===== src/rtl/frame_size_change_upload_decider_core_macros.svh =====
// Assertion macros shared by the frame size change upload decider RTL.
`ifndef FRAME_SIZE_CHANGE_UPLOAD_DECIDER_CORE_MACROS_SVH
`define FRAME_SIZE_CHANGE_UPLOAD_DECIDER_CORE_MACROS_SVH

// Same-cycle implication, checked out of reset.
`define FSCUD_ASSERT_NOW(label, ante, cons) \
    label: assert property (@(posedge clk) disable iff (!rst_n) (ante) |-> (cons)) \
        else $error("fscud: same-cycle check failed");

// Next-cycle implication, checked out of reset.
`define FSCUD_ASSERT_NEXT(label, ante, cons) \
    label: assert property (@(posedge clk) disable iff (!rst_n) (ante) |=> (cons)) \
        else $error("fscud: next-cycle check failed");

`endif


===== src/rtl/fscud_pkg.sv =====
// Package: widths, codes and reset values of the frame size change upload decider.
package fscud_pkg;

    // window depth
    localparam int WINDOW_SIZE = 8;

    // field widths
    localparam int SIZE_W   = 20;
    localparam int TIME_W   = 32;
    localparam int THR_W    = 16;
    localparam int AVG_W    = 24;
    localparam int RATIO_W  = 16;
    localparam int REASON_W = 2;
    localparam int CFG_IDX_W  = 2;
    localparam int CFG_DATA_W = 32;

    // derived window widths
    localparam int SLOT_W = (WINDOW_SIZE > 1) ? $clog2(WINDOW_SIZE) : 1;
    localparam int FILL_W = $clog2(WINDOW_SIZE + 1);
    localparam int SUM_W  = SIZE_W + $clog2(WINDOW_SIZE);

    // reason codes
    localparam logic [REASON_W-1:0] REASON_NONE     = 2'd0;
    localparam logic [REASON_W-1:0] REASON_FIRST    = 2'd1;
    localparam logic [REASON_W-1:0] REASON_CHANGE   = 2'd2;
    localparam logic [REASON_W-1:0] REASON_INTERVAL = 2'd3;

    // item kinds
    localparam logic KIND_FRAME       = 1'b0;
    localparam logic KIND_UPLOAD_DONE = 1'b1;

    // register indexes
    localparam logic [CFG_IDX_W-1:0] CFG_MIN_AVG   = 2'd0;
    localparam logic [CFG_IDX_W-1:0] CFG_THRESHOLD = 2'd1;
    localparam logic [CFG_IDX_W-1:0] CFG_COOLDOWN  = 2'd2;
    localparam logic [CFG_IDX_W-1:0] CFG_FORCE     = 2'd3;

    // register reset values
    localparam logic [SIZE_W-1:0] MIN_AVG_RST   = 20'd1000;
    localparam logic [THR_W-1:0]  THRESHOLD_RST = 16'd77;
    localparam logic [TIME_W-1:0] COOLDOWN_RST  = 32'd2000;
    localparam logic [TIME_W-1:0] FORCE_RST     = 32'd10000;

endpackage


===== src/rtl/fscud_frame_if.sv =====
// Interface: frame and upload-done items into the decider.
interface fscud_frame_if;
    import fscud_pkg::*;

    logic              valid;
    logic              ready;
    logic              kind;
    logic [SIZE_W-1:0] frame_size;
    logic [TIME_W-1:0] now_ms;

    modport source (output valid, output kind, output frame_size, output now_ms,
                    input ready);
    modport sink   (input valid, input kind, input frame_size, input now_ms,
                    output ready);
endinterface


===== src/rtl/fscud_result_if.sv =====
// Interface: decision items out of the decider.
interface fscud_result_if;
    import fscud_pkg::*;

    logic                valid;
    logic                ready;
    logic                upload_now;
    logic [REASON_W-1:0] reason_code;
    logic [AVG_W-1:0]    average_size_q4;
    logic [RATIO_W-1:0]  change_ratio_q8;
    logic                window_full;
    logic                cooling_down;
    logic                change_triggered;
    logic                interval_triggered;

    modport source (output valid, output upload_now, output reason_code,
                    output average_size_q4, output change_ratio_q8, output window_full,
                    output cooling_down, output change_triggered,
                    output interval_triggered, input ready);
    modport sink   (input valid, input upload_now, input reason_code,
                    input average_size_q4, input change_ratio_q8, input window_full,
                    input cooling_down, input change_triggered,
                    input interval_triggered, output ready);
endinterface


===== src/rtl/frame_size_change_upload_decider_core.sv =====
// Top level: frame size change upload decider with a shared serial divider.
// Sequence: a frame item passes PREP, DIFF, JUDGE, DIVA, DIVR and DONE before
// its result shows; an upload-done item is absorbed in IDLE and gives none.
// Items are taken only in IDLE; the restoring divider retires one quotient bit
// a cycle (27 bits of mean, then 16 bits of ratio), shared by both divisions.
// Reset: rst_n clears window, running sum, fill, slot, upload history; registers take reset values.
`include "frame_size_change_upload_decider_core_macros.svh"

module frame_size_change_upload_decider_core (
    input  logic                           clk,
    input  logic                           rst_n,
    input  logic                           cfg_we,
    input  logic [fscud_pkg::CFG_IDX_W-1:0]  cfg_index,
    input  logic [fscud_pkg::CFG_DATA_W-1:0] cfg_wdata,
    fscud_frame_if.sink                    frames,
    fscud_result_if.source                 results
);
    import fscud_pkg::*;

    // derived datapath widths
    localparam int AVG_N_W  = SUM_W + 4;
    localparam int CNT_W    = $clog2(AVG_N_W + 1);
    localparam int THRP_W   = THR_W + SUM_W;
    localparam int MINP_W   = SIZE_W + FILL_W;
    localparam int SCALED_W = SIZE_W + FILL_W;

    // sequencer states
    localparam logic [2:0] S_IDLE  = 3'd0;
    localparam logic [2:0] S_PREP  = 3'd1;
    localparam logic [2:0] S_DIFF  = 3'd2;
    localparam logic [2:0] S_JUDGE = 3'd3;
    localparam logic [2:0] S_DIVA  = 3'd4;
    localparam logic [2:0] S_DIVR  = 3'd5;
    localparam logic [2:0] S_DONE  = 3'd6;

    // control and architectural state
    logic [2:0]         state_reg, state_next;
    logic [SIZE_W-1:0]  min_avg_reg;
    logic [THR_W-1:0]   threshold_reg;
    logic [TIME_W-1:0]  cooldown_reg;
    logic [TIME_W-1:0]  force_reg;
    logic [SIZE_W-1:0]  win_reg [WINDOW_SIZE];
    logic [SUM_W-1:0]   sum_reg;
    logic [FILL_W-1:0]  fill_reg;
    logic [SLOT_W-1:0]  slot_reg;
    logic [TIME_W-1:0]  last_upload_reg;
    logic               ever_reg;
    logic               out_valid_reg;
    logic [CNT_W-1:0]   cnt_reg;

    // datapath registers
    logic [SIZE_W-1:0]   size_reg;
    logic [TIME_W-1:0]   now_reg;
    logic [SCALED_W-1:0] scaled_reg;
    logic [THRP_W-1:0]   thr_prod_reg;
    logic [MINP_W-1:0]   min_prod_reg;
    logic                cooling_reg;
    logic                interval_reg;
    logic [SUM_W-1:0]    diff_reg;
    logic                change_reg;
    logic                sat_reg;
    logic [AVG_W-1:0]    avg_reg;
    logic [SUM_W-1:0]    rem_reg;
    logic [SUM_W-1:0]    divisor_reg;
    logic [AVG_N_W-1:0]  dvd_reg;
    logic [AVG_N_W-1:0]  quo_reg;

    // output registers
    logic                out_upload_reg;
    logic [REASON_W-1:0] out_reason_reg;
    logic [AVG_W-1:0]    out_avg_reg;
    logic [RATIO_W-1:0]  out_ratio_reg;
    logic                out_full_reg;
    logic                out_cooling_reg;
    logic                out_change_reg;
    logic                out_interval_reg;

    // handshakes
    logic frame_acc;
    logic done_go;
    logic full;
    logic [TIME_W-1:0] elapsed;

    assign frames.ready = (state_reg == S_IDLE);
    assign frame_acc    = frames.valid && frames.ready;
    assign done_go      = (state_reg == S_DONE) && (!out_valid_reg || results.ready);
    assign full         = (fill_reg >= FILL_W'(WINDOW_SIZE));
    assign elapsed      = now_reg - last_upload_reg;

    // shared restoring divider step: one quotient bit per cycle
    logic [SUM_W:0]     div_shift;
    logic               div_ge;
    logic [SUM_W:0]     div_sub;
    logic [SUM_W-1:0]   rem_step;
    logic [AVG_N_W-1:0] quo_step;

    assign div_shift = {rem_reg, dvd_reg[AVG_N_W-1]};
    assign div_ge    = (div_shift >= {1'b0, divisor_reg});
    assign div_sub   = div_shift - {1'b0, divisor_reg};
    assign rem_step  = div_ge ? div_sub[SUM_W-1:0] : div_shift[SUM_W-1:0];
    assign quo_step  = {quo_reg[AVG_N_W-2:0], div_ge};

    // sequencer
    always_comb
    begin
        state_next = state_reg;
        case (state_reg)
            S_IDLE:
            begin
                if (frame_acc && frames.kind == KIND_FRAME)
                begin
                    state_next = S_PREP;
                end
            end
            S_PREP:  state_next = S_DIFF;
            S_DIFF:  state_next = S_JUDGE;
            S_JUDGE: state_next = S_DIVA;
            S_DIVA:
            begin
                if (cnt_reg == CNT_W'(1))
                begin
                    state_next = S_DIVR;
                end
            end
            S_DIVR:
            begin
                if (cnt_reg == CNT_W'(1))
                begin
                    state_next = S_DONE;
                end
            end
            S_DONE:
            begin
                if (done_go)
                begin
                    state_next = S_IDLE;
                end
            end
            default: state_next = S_IDLE;
        endcase
    end

    // decision from the judged flags
    logic                upload_dec;
    logic [REASON_W-1:0] reason_dec;

    always_comb
    begin
        if (!ever_reg)
        begin
            upload_dec = 1'b1;
            reason_dec = REASON_FIRST;
        end
        else if (change_reg && !cooling_reg)
        begin
            upload_dec = 1'b1;
            reason_dec = REASON_CHANGE;
        end
        else if (interval_reg)
        begin
            upload_dec = 1'b1;
            reason_dec = REASON_INTERVAL;
        end
        else
        begin
            upload_dec = 1'b0;
            reason_dec = REASON_NONE;
        end
    end

    // control, registers and window state
    always_ff @(posedge clk or negedge rst_n)
    begin
        if (!rst_n)
        begin
            state_reg       <= S_IDLE;
            min_avg_reg     <= MIN_AVG_RST;
            threshold_reg   <= THRESHOLD_RST;
            cooldown_reg    <= COOLDOWN_RST;
            force_reg       <= FORCE_RST;
            for (int i = 0; i < WINDOW_SIZE; i++)
            begin
                win_reg[i] <= '0;
            end
            sum_reg         <= '0;
            fill_reg        <= '0;
            slot_reg        <= '0;
            last_upload_reg <= '0;
            ever_reg        <= 1'b0;
            out_valid_reg   <= 1'b0;
            cnt_reg         <= '0;
        end
        else
        begin
            state_reg <= state_next;

            // configuration writes
            if (cfg_we)
            begin
                case (cfg_index)
                    CFG_MIN_AVG:   min_avg_reg   <= cfg_wdata[SIZE_W-1:0];
                    CFG_THRESHOLD: threshold_reg <= cfg_wdata[THR_W-1:0];
                    CFG_COOLDOWN:  cooldown_reg  <= cfg_wdata[TIME_W-1:0];
                    CFG_FORCE:     force_reg     <= cfg_wdata[TIME_W-1:0];
                    default:       ;
                endcase
            end

            // upload-done item records the time
            if (frame_acc && frames.kind == KIND_UPLOAD_DONE)
            begin
                last_upload_reg <= frames.now_ms;
                ever_reg        <= 1'b1;
            end

            // divider step counter
            if (state_reg == S_JUDGE)
            begin
                cnt_reg <= CNT_W'(AVG_N_W);
            end
            else if (state_reg == S_DIVA && cnt_reg == CNT_W'(1))
            begin
                cnt_reg <= CNT_W'(RATIO_W);
            end
            else if (state_reg == S_DIVA || state_reg == S_DIVR)
            begin
                cnt_reg <= cnt_reg - CNT_W'(1);
            end

            // result out, window update
            if (results.valid && results.ready)
            begin
                out_valid_reg <= 1'b0;
            end
            if (done_go)
            begin
                out_valid_reg     <= 1'b1;
                sum_reg           <= sum_reg - win_reg[slot_reg] + SUM_W'(size_reg);
                win_reg[slot_reg] <= size_reg;
                slot_reg          <= (slot_reg == SLOT_W'(WINDOW_SIZE - 1)) ? '0
                                     : slot_reg + SLOT_W'(1);
                if (!full)
                begin
                    fill_reg <= fill_reg + FILL_W'(1);
                end
            end
        end
    end

    // datapath
    always_ff @(posedge clk)
    begin
        case (state_reg)
            S_IDLE:
            begin
                if (frame_acc)
                begin
                    size_reg <= frames.frame_size;
                    now_reg  <= frames.now_ms;
                end
            end
            S_PREP:
            begin
                scaled_reg   <= SCALED_W'(size_reg) * SCALED_W'(fill_reg);
                thr_prod_reg <= THRP_W'(threshold_reg) * THRP_W'(sum_reg);
                min_prod_reg <= MINP_W'(min_avg_reg) * MINP_W'(fill_reg);
                cooling_reg  <= ever_reg && (elapsed < cooldown_reg);
                interval_reg <= ever_reg && (elapsed >= force_reg);
            end
            S_DIFF:
            begin
                diff_reg <= (scaled_reg >= SCALED_W'(sum_reg))
                            ? SUM_W'(scaled_reg - SCALED_W'(sum_reg))
                            : SUM_W'(SCALED_W'(sum_reg) - scaled_reg);
            end
            S_JUDGE:
            begin
                change_reg  <= full && (sum_reg != '0)
                               && (MINP_W'(sum_reg) >= min_prod_reg)
                               && (THRP_W'({diff_reg, 8'd0}) > thr_prod_reg);
                sat_reg     <= ({8'd0, diff_reg} >= {sum_reg, 8'd0});
                // mean: 16 * sum / fill
                rem_reg     <= '0;
                divisor_reg <= SUM_W'(fill_reg);
                dvd_reg     <= {sum_reg, 4'd0};
                quo_reg     <= '0;
            end
            S_DIVA:
            begin
                if (cnt_reg == CNT_W'(1))
                begin
                    avg_reg     <= (fill_reg == '0) ? '0 : quo_step[AVG_W-1:0];
                    // ratio: 256 * diff / sum, upper bits preloaded as remainder
                    rem_reg     <= SUM_W'(diff_reg[SUM_W-1:8]);
                    divisor_reg <= sum_reg;
                    dvd_reg     <= {diff_reg[7:0], 8'd0, (AVG_N_W - 16)'(0)};
                    quo_reg     <= '0;
                end
                else
                begin
                    rem_reg <= rem_step;
                    dvd_reg <= {dvd_reg[AVG_N_W-2:0], 1'b0};
                    quo_reg <= quo_step;
                end
            end
            S_DIVR:
            begin
                rem_reg <= rem_step;
                dvd_reg <= {dvd_reg[AVG_N_W-2:0], 1'b0};
                quo_reg <= quo_step;
            end
            S_DONE:
            begin
                if (done_go)
                begin
                    out_upload_reg   <= upload_dec;
                    out_reason_reg   <= reason_dec;
                    out_avg_reg      <= avg_reg;
                    out_ratio_reg    <= (sum_reg == '0) ? '0
                                        : (sat_reg ? '1 : quo_reg[RATIO_W-1:0]);
                    out_full_reg     <= full;
                    out_cooling_reg  <= cooling_reg;
                    out_change_reg   <= change_reg;
                    out_interval_reg <= interval_reg;
                end
            end
            default: ;
        endcase
    end

    // result channel
    assign results.valid              = out_valid_reg;
    assign results.upload_now         = out_upload_reg;
    assign results.reason_code        = out_reason_reg;
    assign results.average_size_q4    = out_avg_reg;
    assign results.change_ratio_q8    = out_ratio_reg;
    assign results.window_full        = out_full_reg;
    assign results.cooling_down       = out_cooling_reg;
    assign results.change_triggered   = out_change_reg;
    assign results.interval_triggered = out_interval_reg;

    // checks
    `FSCUD_ASSERT_NEXT(a_done_records, frame_acc && frames.kind == KIND_UPLOAD_DONE, ever_reg)
    `FSCUD_ASSERT_NEXT(a_frame_busy, frame_acc && frames.kind == KIND_FRAME, !frames.ready)
    `FSCUD_ASSERT_NEXT(a_done_shows, done_go, results.valid)
    `FSCUD_ASSERT_NOW(a_fill_bound, 1'b1, fill_reg <= FILL_W'(WINDOW_SIZE))
    `FSCUD_ASSERT_NOW(a_change_reason, results.valid && results.reason_code == REASON_CHANGE,
                      results.change_triggered && !results.cooling_down)

endmodule


===== src/flat_wrapper.sv =====
// flat-port wrapper written by rule: the top's interface ports become plain ports
module frame_size_change_upload_decider_core_flat import fscud_pkg::*;
  (clk, rst_n, cfg_we, cfg_index, cfg_wdata, frames_valid, frames_kind, frames_frame_size, frames_now_ms, frames_ready, results_valid, results_upload_now, results_reason_code, results_average_size_q4, results_change_ratio_q8, results_window_full, results_cooling_down, results_change_triggered, results_interval_triggered, results_ready);
  fscud_frame_if frames_i ();
  fscud_result_if results_i ();
  input  logic clk;
  input  logic rst_n;
  input  logic cfg_we;
  input  logic [fscud_pkg::CFG_IDX_W-1:0] cfg_index;
  input  logic [fscud_pkg::CFG_DATA_W-1:0] cfg_wdata;
  input wire logic [$bits(frames_i.valid)-1:0] frames_valid;
  input wire logic [$bits(frames_i.kind)-1:0] frames_kind;
  input wire logic [$bits(frames_i.frame_size)-1:0] frames_frame_size;
  input wire logic [$bits(frames_i.now_ms)-1:0] frames_now_ms;
  output wire logic [$bits(frames_i.ready)-1:0] frames_ready;
  output wire logic [$bits(results_i.valid)-1:0] results_valid;
  output wire logic [$bits(results_i.upload_now)-1:0] results_upload_now;
  output wire logic [$bits(results_i.reason_code)-1:0] results_reason_code;
  output wire logic [$bits(results_i.average_size_q4)-1:0] results_average_size_q4;
  output wire logic [$bits(results_i.change_ratio_q8)-1:0] results_change_ratio_q8;
  output wire logic [$bits(results_i.window_full)-1:0] results_window_full;
  output wire logic [$bits(results_i.cooling_down)-1:0] results_cooling_down;
  output wire logic [$bits(results_i.change_triggered)-1:0] results_change_triggered;
  output wire logic [$bits(results_i.interval_triggered)-1:0] results_interval_triggered;
  input wire logic [$bits(results_i.ready)-1:0] results_ready;
  assign frames_i.valid = frames_valid;
  assign frames_i.kind = frames_kind;
  assign frames_i.frame_size = frames_frame_size;
  assign frames_i.now_ms = frames_now_ms;
  assign frames_ready = frames_i.ready;
  assign results_valid = results_i.valid;
  assign results_upload_now = results_i.upload_now;
  assign results_reason_code = results_i.reason_code;
  assign results_average_size_q4 = results_i.average_size_q4;
  assign results_change_ratio_q8 = results_i.change_ratio_q8;
  assign results_window_full = results_i.window_full;
  assign results_cooling_down = results_i.cooling_down;
  assign results_change_triggered = results_i.change_triggered;
  assign results_interval_triggered = results_i.interval_triggered;
  assign results_i.ready = results_ready;
  frame_size_change_upload_decider_core u_core (.clk(clk), .rst_n(rst_n), .cfg_we(cfg_we), .cfg_index(cfg_index), .cfg_wdata(cfg_wdata), .frames(frames_i), .results(results_i));
endmodule

===== config.mk =====
export PLATFORM = sky130hd
export DESIGN_NAME = frame_size_change_upload_decider_core_flat
export DESIGN_NICKNAME = d
export VERILOG_FILES = /design/src/rtl/fscud_pkg.sv /design/src/rtl/fscud_frame_if.sv /design/src/rtl/fscud_result_if.sv /design/src/rtl/frame_size_change_upload_decider_core.sv /design/src/flat_wrapper.sv
export VERILOG_INCLUDE_DIRS = /design/src /design/src/rtl
export SDC_FILE = /design/constraint.sdc
export NUM_CORES = 2
export LEC_CHECK = 0
export CORE_ASPECT_RATIO = 0.9
export CORE_UTILIZATION = 35
export DETAILED_ROUTE_END_ITERATION = 8
export DONT_BUFFER_PORTS = 1
export SKIP_CTS_REPAIR_TIMING = 1
export SYNTH_ARGS = -nofsm -noshare
export SYNTH_HDL_FRONTEND = slang
export SYNTH_SLANG_ARGS = --single-unit

===== constraint.sdc =====
create_clock -name clk -period 8 [get_ports clk]
set_clock_uncertainty 0.1 [all_clocks]
set_input_delay 1.6 -clock clk [delete_from_list [all_inputs] [get_ports clk]]
set_output_delay 1.6 -clock clk [all_outputs]
set_load 0.05 [all_outputs]

# Word level (Yosys, flattened, before mapping)
# Index checks and enable logic that the tools add are counted.
# Widths: inputs -> output; s select.
[classes]
addsub = 9
multipliers = 3
n_lt_le_gt_ge = 10
eq_ne = 15
mux = 31
bitwise = 4
reduce_logical = 37
[ops]
columns = ["op", "n"]
rows = [
  ["$bwmux 160", 1],
  ["$pmux 23 s3", 2],
  ["$mux 23", 5],
  ["$pmux 27 s3", 1],
  ["$sub 23x23->23", 3],
  ["$bmux 20 s3", 1],
  ["$demux 20 s3", 1],
  ["$mux 20", 3],
  ["$ge 24x23->1", 2],
  ["$mul 20x4->24", 2],
  ["$pmux 23 s2", 1],
  ["$gt 31x39->1", 1],
  ["$mul 16x23->39", 1],
  ["$ge 32x32->1", 1],
  ["$lt 32x32->1", 1],
  ["$sub 32x32->32", 1],
  ["$ge 23x31->1", 1],
  ["$mux 27", 1],
  ["$ge 23x24->1", 1],
  ["$add 23x20->23", 1],
  ["$logic_not 23->1", 1],
  ["$reduce_bool 23->1", 1],
  ["$sub 23x20->23", 1],
  ["$pmux 3 s7", 1],
  ["31 further kinds", 74],
]
[word_totals]
reg_bits = 665
inputBits = 92
output_inout_bits = 49
wordCells = 152

# Longest topological paths before layout
[logic_depth]
word_depth = 6
ltp_mapped = 25
depth_no_buf = 23

# Worst setup path after synthesis
# OpenSTA, ideal clock, no wires.
[synth_path]
kind = "register to register"
startpoint = "register u_core.sum_reg[8]"
endpoint = "register u_core.thr_prod_reg[37] (data pin)"
setup_ns = 0.258
arrival_time_ns = 6.446
t_required_ns = 7.642
setup_slack_ns = 1.196
path_stages_with_launch = 25
path_buffers = 2
synth_period_minus_slack_ns = 6.804
cell_sequence = "dfrtp_1 -> clkbuf_1 -> clkbuf_1 -> nand2_1 -> fa_1 -> inv_1 -> fa_1 -> inv_1 -> fa_1 -> inv_1 -> fa_1 -> fa_1 -> inv_1 -> fa_1 -> inv_1 -> ha_1 -> a21oi_1 -> o22ai_2 -> a2111oi_4 -> o21ai_1 -> and4_1 -> or4_4 -> a31o_1 -> a21oi_2 -> xnor2_1"
[synth_between]
elab_chain_cells = 1
[synth_lines]
columns = ["item", "line_no", "text"]
rows = [
  ["start, declared", "frame_size_change_upload_decider_core.sv:43", "logic [SUM_W-1:0] sum_reg;"],
  ["start signal, assigned", "frame_size_change_upload_decider_core.sv:238", "sum_reg <= sum_reg - win_reg[slot_reg] + SUM_W'(size_reg);"],
  ["$mul 16x23->39", "frame_size_change_upload_decider_core.sv:265", "thr_prod_reg <= THRP_W'(threshold_reg) * THRP_W'(sum_reg);"],
  ["end signal, assigned", "frame_size_change_upload_decider_core.sv:265", ""],
  ["end, declared", "frame_size_change_upload_decider_core.sv:55", "logic [THRP_W-1:0] thr_prod_reg;"],
]
# Every way passes these cells.
# A chain may end at the register's enable or synchronous reset.

# Worst setup path in the final report
[layout_path]
startpoint = "register u_core.threshold_reg[5]"
endpoint = "register u_core.thr_prod_reg[37] (data pin)"
[layout_between]
elab_chain_cells = 1
[layout_lines]
columns = ["item", "line_no", "text"]
rows = [
  ["start, declared", "frame_size_change_upload_decider_core.sv:39", "logic [THR_W-1:0] threshold_reg;"],
  ["start signal, assigned", "frame_size_change_upload_decider_core.sv:202", "CFG_THRESHOLD: threshold_reg <= cfg_wdata[THR_W-1:0];"],
  ["$mul 16x23->39", "frame_size_change_upload_decider_core.sv:265", ""],
]
# Every way passes these cells.

==> flow_summary.toml <==
[status]
outcome = "finished, final reports clean"

[detailed_routing]
vias = 35530
routed_wire_length_per_instance_microns = 19.26
drt_first_iter_violations = 2622
drt_wl_total_microns = 133300
detail_route.first_pass.iterations = 6
via_per_inst = 5.135
drcViolationCount = 0
postRouteAntennaNets = 0

[setup_path]
r2r_start = "u_core.threshold_reg[5]$_DFFE_PN0P_"
ff2ff_path_depth = 22
worst-endpoint-required_ns = 8.31
critical_path.cell_chain = "nand2_1 > fa_1 > inv_1 > fa_1 > inv_1 > fa_1 > inv_1 > fa_1 > fa_1 > inv_1 > fa_1 > inv_1 > ha_1 > a21oi_1 > o22ai_2 > a2111oi_4 > o21ai_1 > and4_1 > or4_4 > a31o_1 > a21oi_2 > xnor2_1"
timing.critical_path.buf_inv = 5
timing.rr.end = "u_core.thr_prod_reg[37]$_DFFE_PP_"
slowest_delay_ns = 0.84
element_type_at_the_critical_path_start = "register"
critPathArrivalTime_ns = 7.56
timing.critical_path.mode_cell = "sky130_fd_sc_hd__fa_1"
cpLargestDelayFamily = "adder cells"
worst-path-max-fanout = 24
setup_slack_of_the_most_critical_reg_to_reg_path_ns = 0.75
crit_path_end_kind = "register"
criticalPathCategory = "register to register"
cpMaxStageDelayCell = "sky130_fd_sc_hd__dfrtp_1"

[global_routing]
grt_start_max_net_pins = 333
antenna_found_initial = 9
track_usage_pct = 18.44
grt.met1_usage_pct = 25.81
met2_usage_in_global_routing_pct = 27.46
grt_pass1_wl_microns = 208600
gr-max-usage-layer = "met2"
vias_in_the_first_global_route = 35499
global_route.overflow_total = 0
gr-usage-met3_pct = 5.289

[cells_and_area]
largest_reg_flops = 160
nets = 5890
drive_above_1_share_pct = 8.013
area_growth_syn_to_layout_pct = 9.343
most_frequent_cells_in_the_layout = "sky130_fd_sc_hd__inv_1, sky130_fd_sc_hd__nand2_1, sky130_fd_sc_hd__ha_1"
layout.cells.most_common = "sky130_fd_sc_hd__inv_1"

[synthesis]
ys_types = 95
post_synth.cell_area_avg_sq_um = 9.989
ys_warn_count = 0
synth_async_sr_flop_share_pct = 50.23
syn_inst = 5061
postSynth.topFlopCell = "sky130_fd_sc_hd__edfxtp_1"
yosysSeqAreaShare_pct = 36.03
synth_area_sq_mm = 0.05055
seq_cells_post_synth = 661
synthesis.nets = 5962
synth_edf_count = 329

[sta]
total_count_of_max_transition_violations_in_the_final_report = 0
maxSlewHeadroom_pct = 24.37
min_period_ns = 7.252
tightestPinTransition_ns = 1.134
rsz_0062_raised_after_global_routing = "false"
timing.fmax_mhz = 137.9
hold_viol_final = 0
final.period_utilization_pct = 90.65
totalNegativeSetupSlack_ns = 0
setup_viol = 0

[clock_tree]
htreeDepth = 3
total_clock_buffers_created_by_cts = 80
cts_tree = "yes"
clock_sinks = 661
clockBufferDepth = 3
clk_latency_ns = 0.72
ctsRootBufferMaster = "sky130_fd_sc_hd__clkbuf_16"
cts.clk_slew.worst_paths_ns = 0.06

[worst_hold_path]
number_of_stages_on_the_worst_hold_path = 0
whs_endpoint = "u_core.results.average_size_q4[8]$_DFFE_PP_"
timing.hold.worst.start = "u_core.avg_reg[8]$_SDFFCE_PN0P_"
min-delay-path-class = "register to register"

[placement]
dpl.hpwl_microns = 100000
numPortBuffers = 0
routabilityCongestion = 0.9179

[job]
cap_violations = 0

[floorplanning]
floorplan.die_area_sq_mm = 0.1460
num_rows = 131
design.core.area_sq_mm = 0.1426
die_h_microns = 362.5
initial_core_util_pct = 35.45
pin_count = 141
die_w_microns = 402.6
worst max path at each step:
stage,to,startpoint,depth (start not counted)
after floorplan,u_core.thr_prod_reg[37]$_DFFE_PP_,u_core.sum_reg[8]$_DFFE_PN0P_,24
after global placement,u_core.thr_prod_reg[37]$_DFFE_PP_,u_core.threshold_reg[5]$_DFFE_PN0P_,22
after detailed placement,u_core.thr_prod_reg[37]$_DFFE_PP_,u_core.threshold_reg[5]$_DFFE_PN0P_,22
after CTS,u_core.thr_prod_reg[37]$_DFFE_PP_,u_core.threshold_reg[5]$_DFFE_PN0P_,22
after global routing,u_core.thr_prod_reg[37]$_DFFE_PP_,u_core.threshold_reg[5]$_DFFE_PN0P_,22
final,u_core.thr_prod_reg[37]$_DFFE_PP_,u_core.threshold_reg[5]$_DFFE_PN0P_,22
cell usage after synthesis (63+ instances only):
cell / instances / area share, %
sky130_fd_sc_hd__xnor2_1: 93 / 1.6
sky130_fd_sc_hd__a22oi_1: 81 / 1.2
sky130_fd_sc_hd__dfrtp_1: 311 / 15
sky130_fd_sc_hd__and2_1: 216 / 2.7
sky130_fd_sc_hd__ha_1: 421 / 10
sky130_fd_sc_hd__nor2_1: 186 / 1.4
sky130_fd_sc_hd__edfxtp_1: 329 / 20
sky130_fd_sc_hd__a21oi_1: 194 / 1.9
sky130_fd_sc_hd__clkbuf_1: 198 / 1.5
sky130_fd_sc_hd__mux2_2: 147 / 3.3
sky130_fd_sc_hd__fa_1: 388 / 15
sky130_fd_sc_hd__a21o_1: 124 / 1.8
sky130_fd_sc_hd__inv_1: 710 / 5.3
sky130_fd_sc_hd__o21ai_0: 302 / 3.0
sky130_fd_sc_hd__xor2_1: 63 / 1.1
sky130_fd_sc_hd__nand2_1: 638 / 4.7
metrics by stage:
| step | instance area, sq um | hold slack (ns) | setup slack (ns) | util, % | std cells |
|---|---|---|---|---|---|
| finish | 55280 | 0.3154 | 0.7478 | 38.76 | 6919 |
| global route | 55270 | 0.3179 | 0.3813 | 38.76 | 6918 |
| CTS | 55270 | 0.3168 | 0.7601 | 38.76 | 6916 |
| detailed placement | 52600 | 0.3045 | 0.8114 | 36.89 | 6769 |
| global placement | 52600 | 0.3030 | 0.8518 | 36.89 | 6769 |
| floorplan | 50550 | 0.3003 | 1.196 | - | 5061 |
worst register-to-register path: cells and delay by family, from the launching register on:
family                     cells  cell delay (ns)
and+or+nand+nor                3             0.88
buffers and inverters          5             0.30
adders and majority gates      7             3.54
DFF                            1             0.84
AOI/OAI and AO/OA              6             1.23
xor gates and xnor gates       1             0.08
logic make-up after synthesis:
group | Yosys count | synth area share, %
and+or+nand+nor | 1361 | 12.69
adders and majority gates | 809 | 25.79
buffers and inverters | 948 | 7.118
xor gates and xnor gates | 156 | 2.703
AOI/OAI and AO/OA | 957 | 11.96
muxes | 169 | 3.713
DFF | 661 | 36.03
layer usage:
metal  vias up  share of wire (%)  wire, microns
li1      16780                  -              -
met1     17443                 46          61230
met2      1114                 42          56440
met3       187                8.9          11860
met4         6                2.7           3578
met5         -               0.14            184
final cells by class:
type	instances	area (sq um)
Multi-Input combinational cell	3452	28820
Clock buffer	113	2248
Timing Repair Buffer	67	503.0
Antenna cell	3	7.507
Clock inverter	34	416.7
Fill cell	14126	87320
Tap cell	1862	2330
Inverter	727	2730
Sequential cell	661	18220
Power is left out: the tool's default activity adds up to more than one toggle a clock period on the data nets, which glitch-free logic cannot reach.
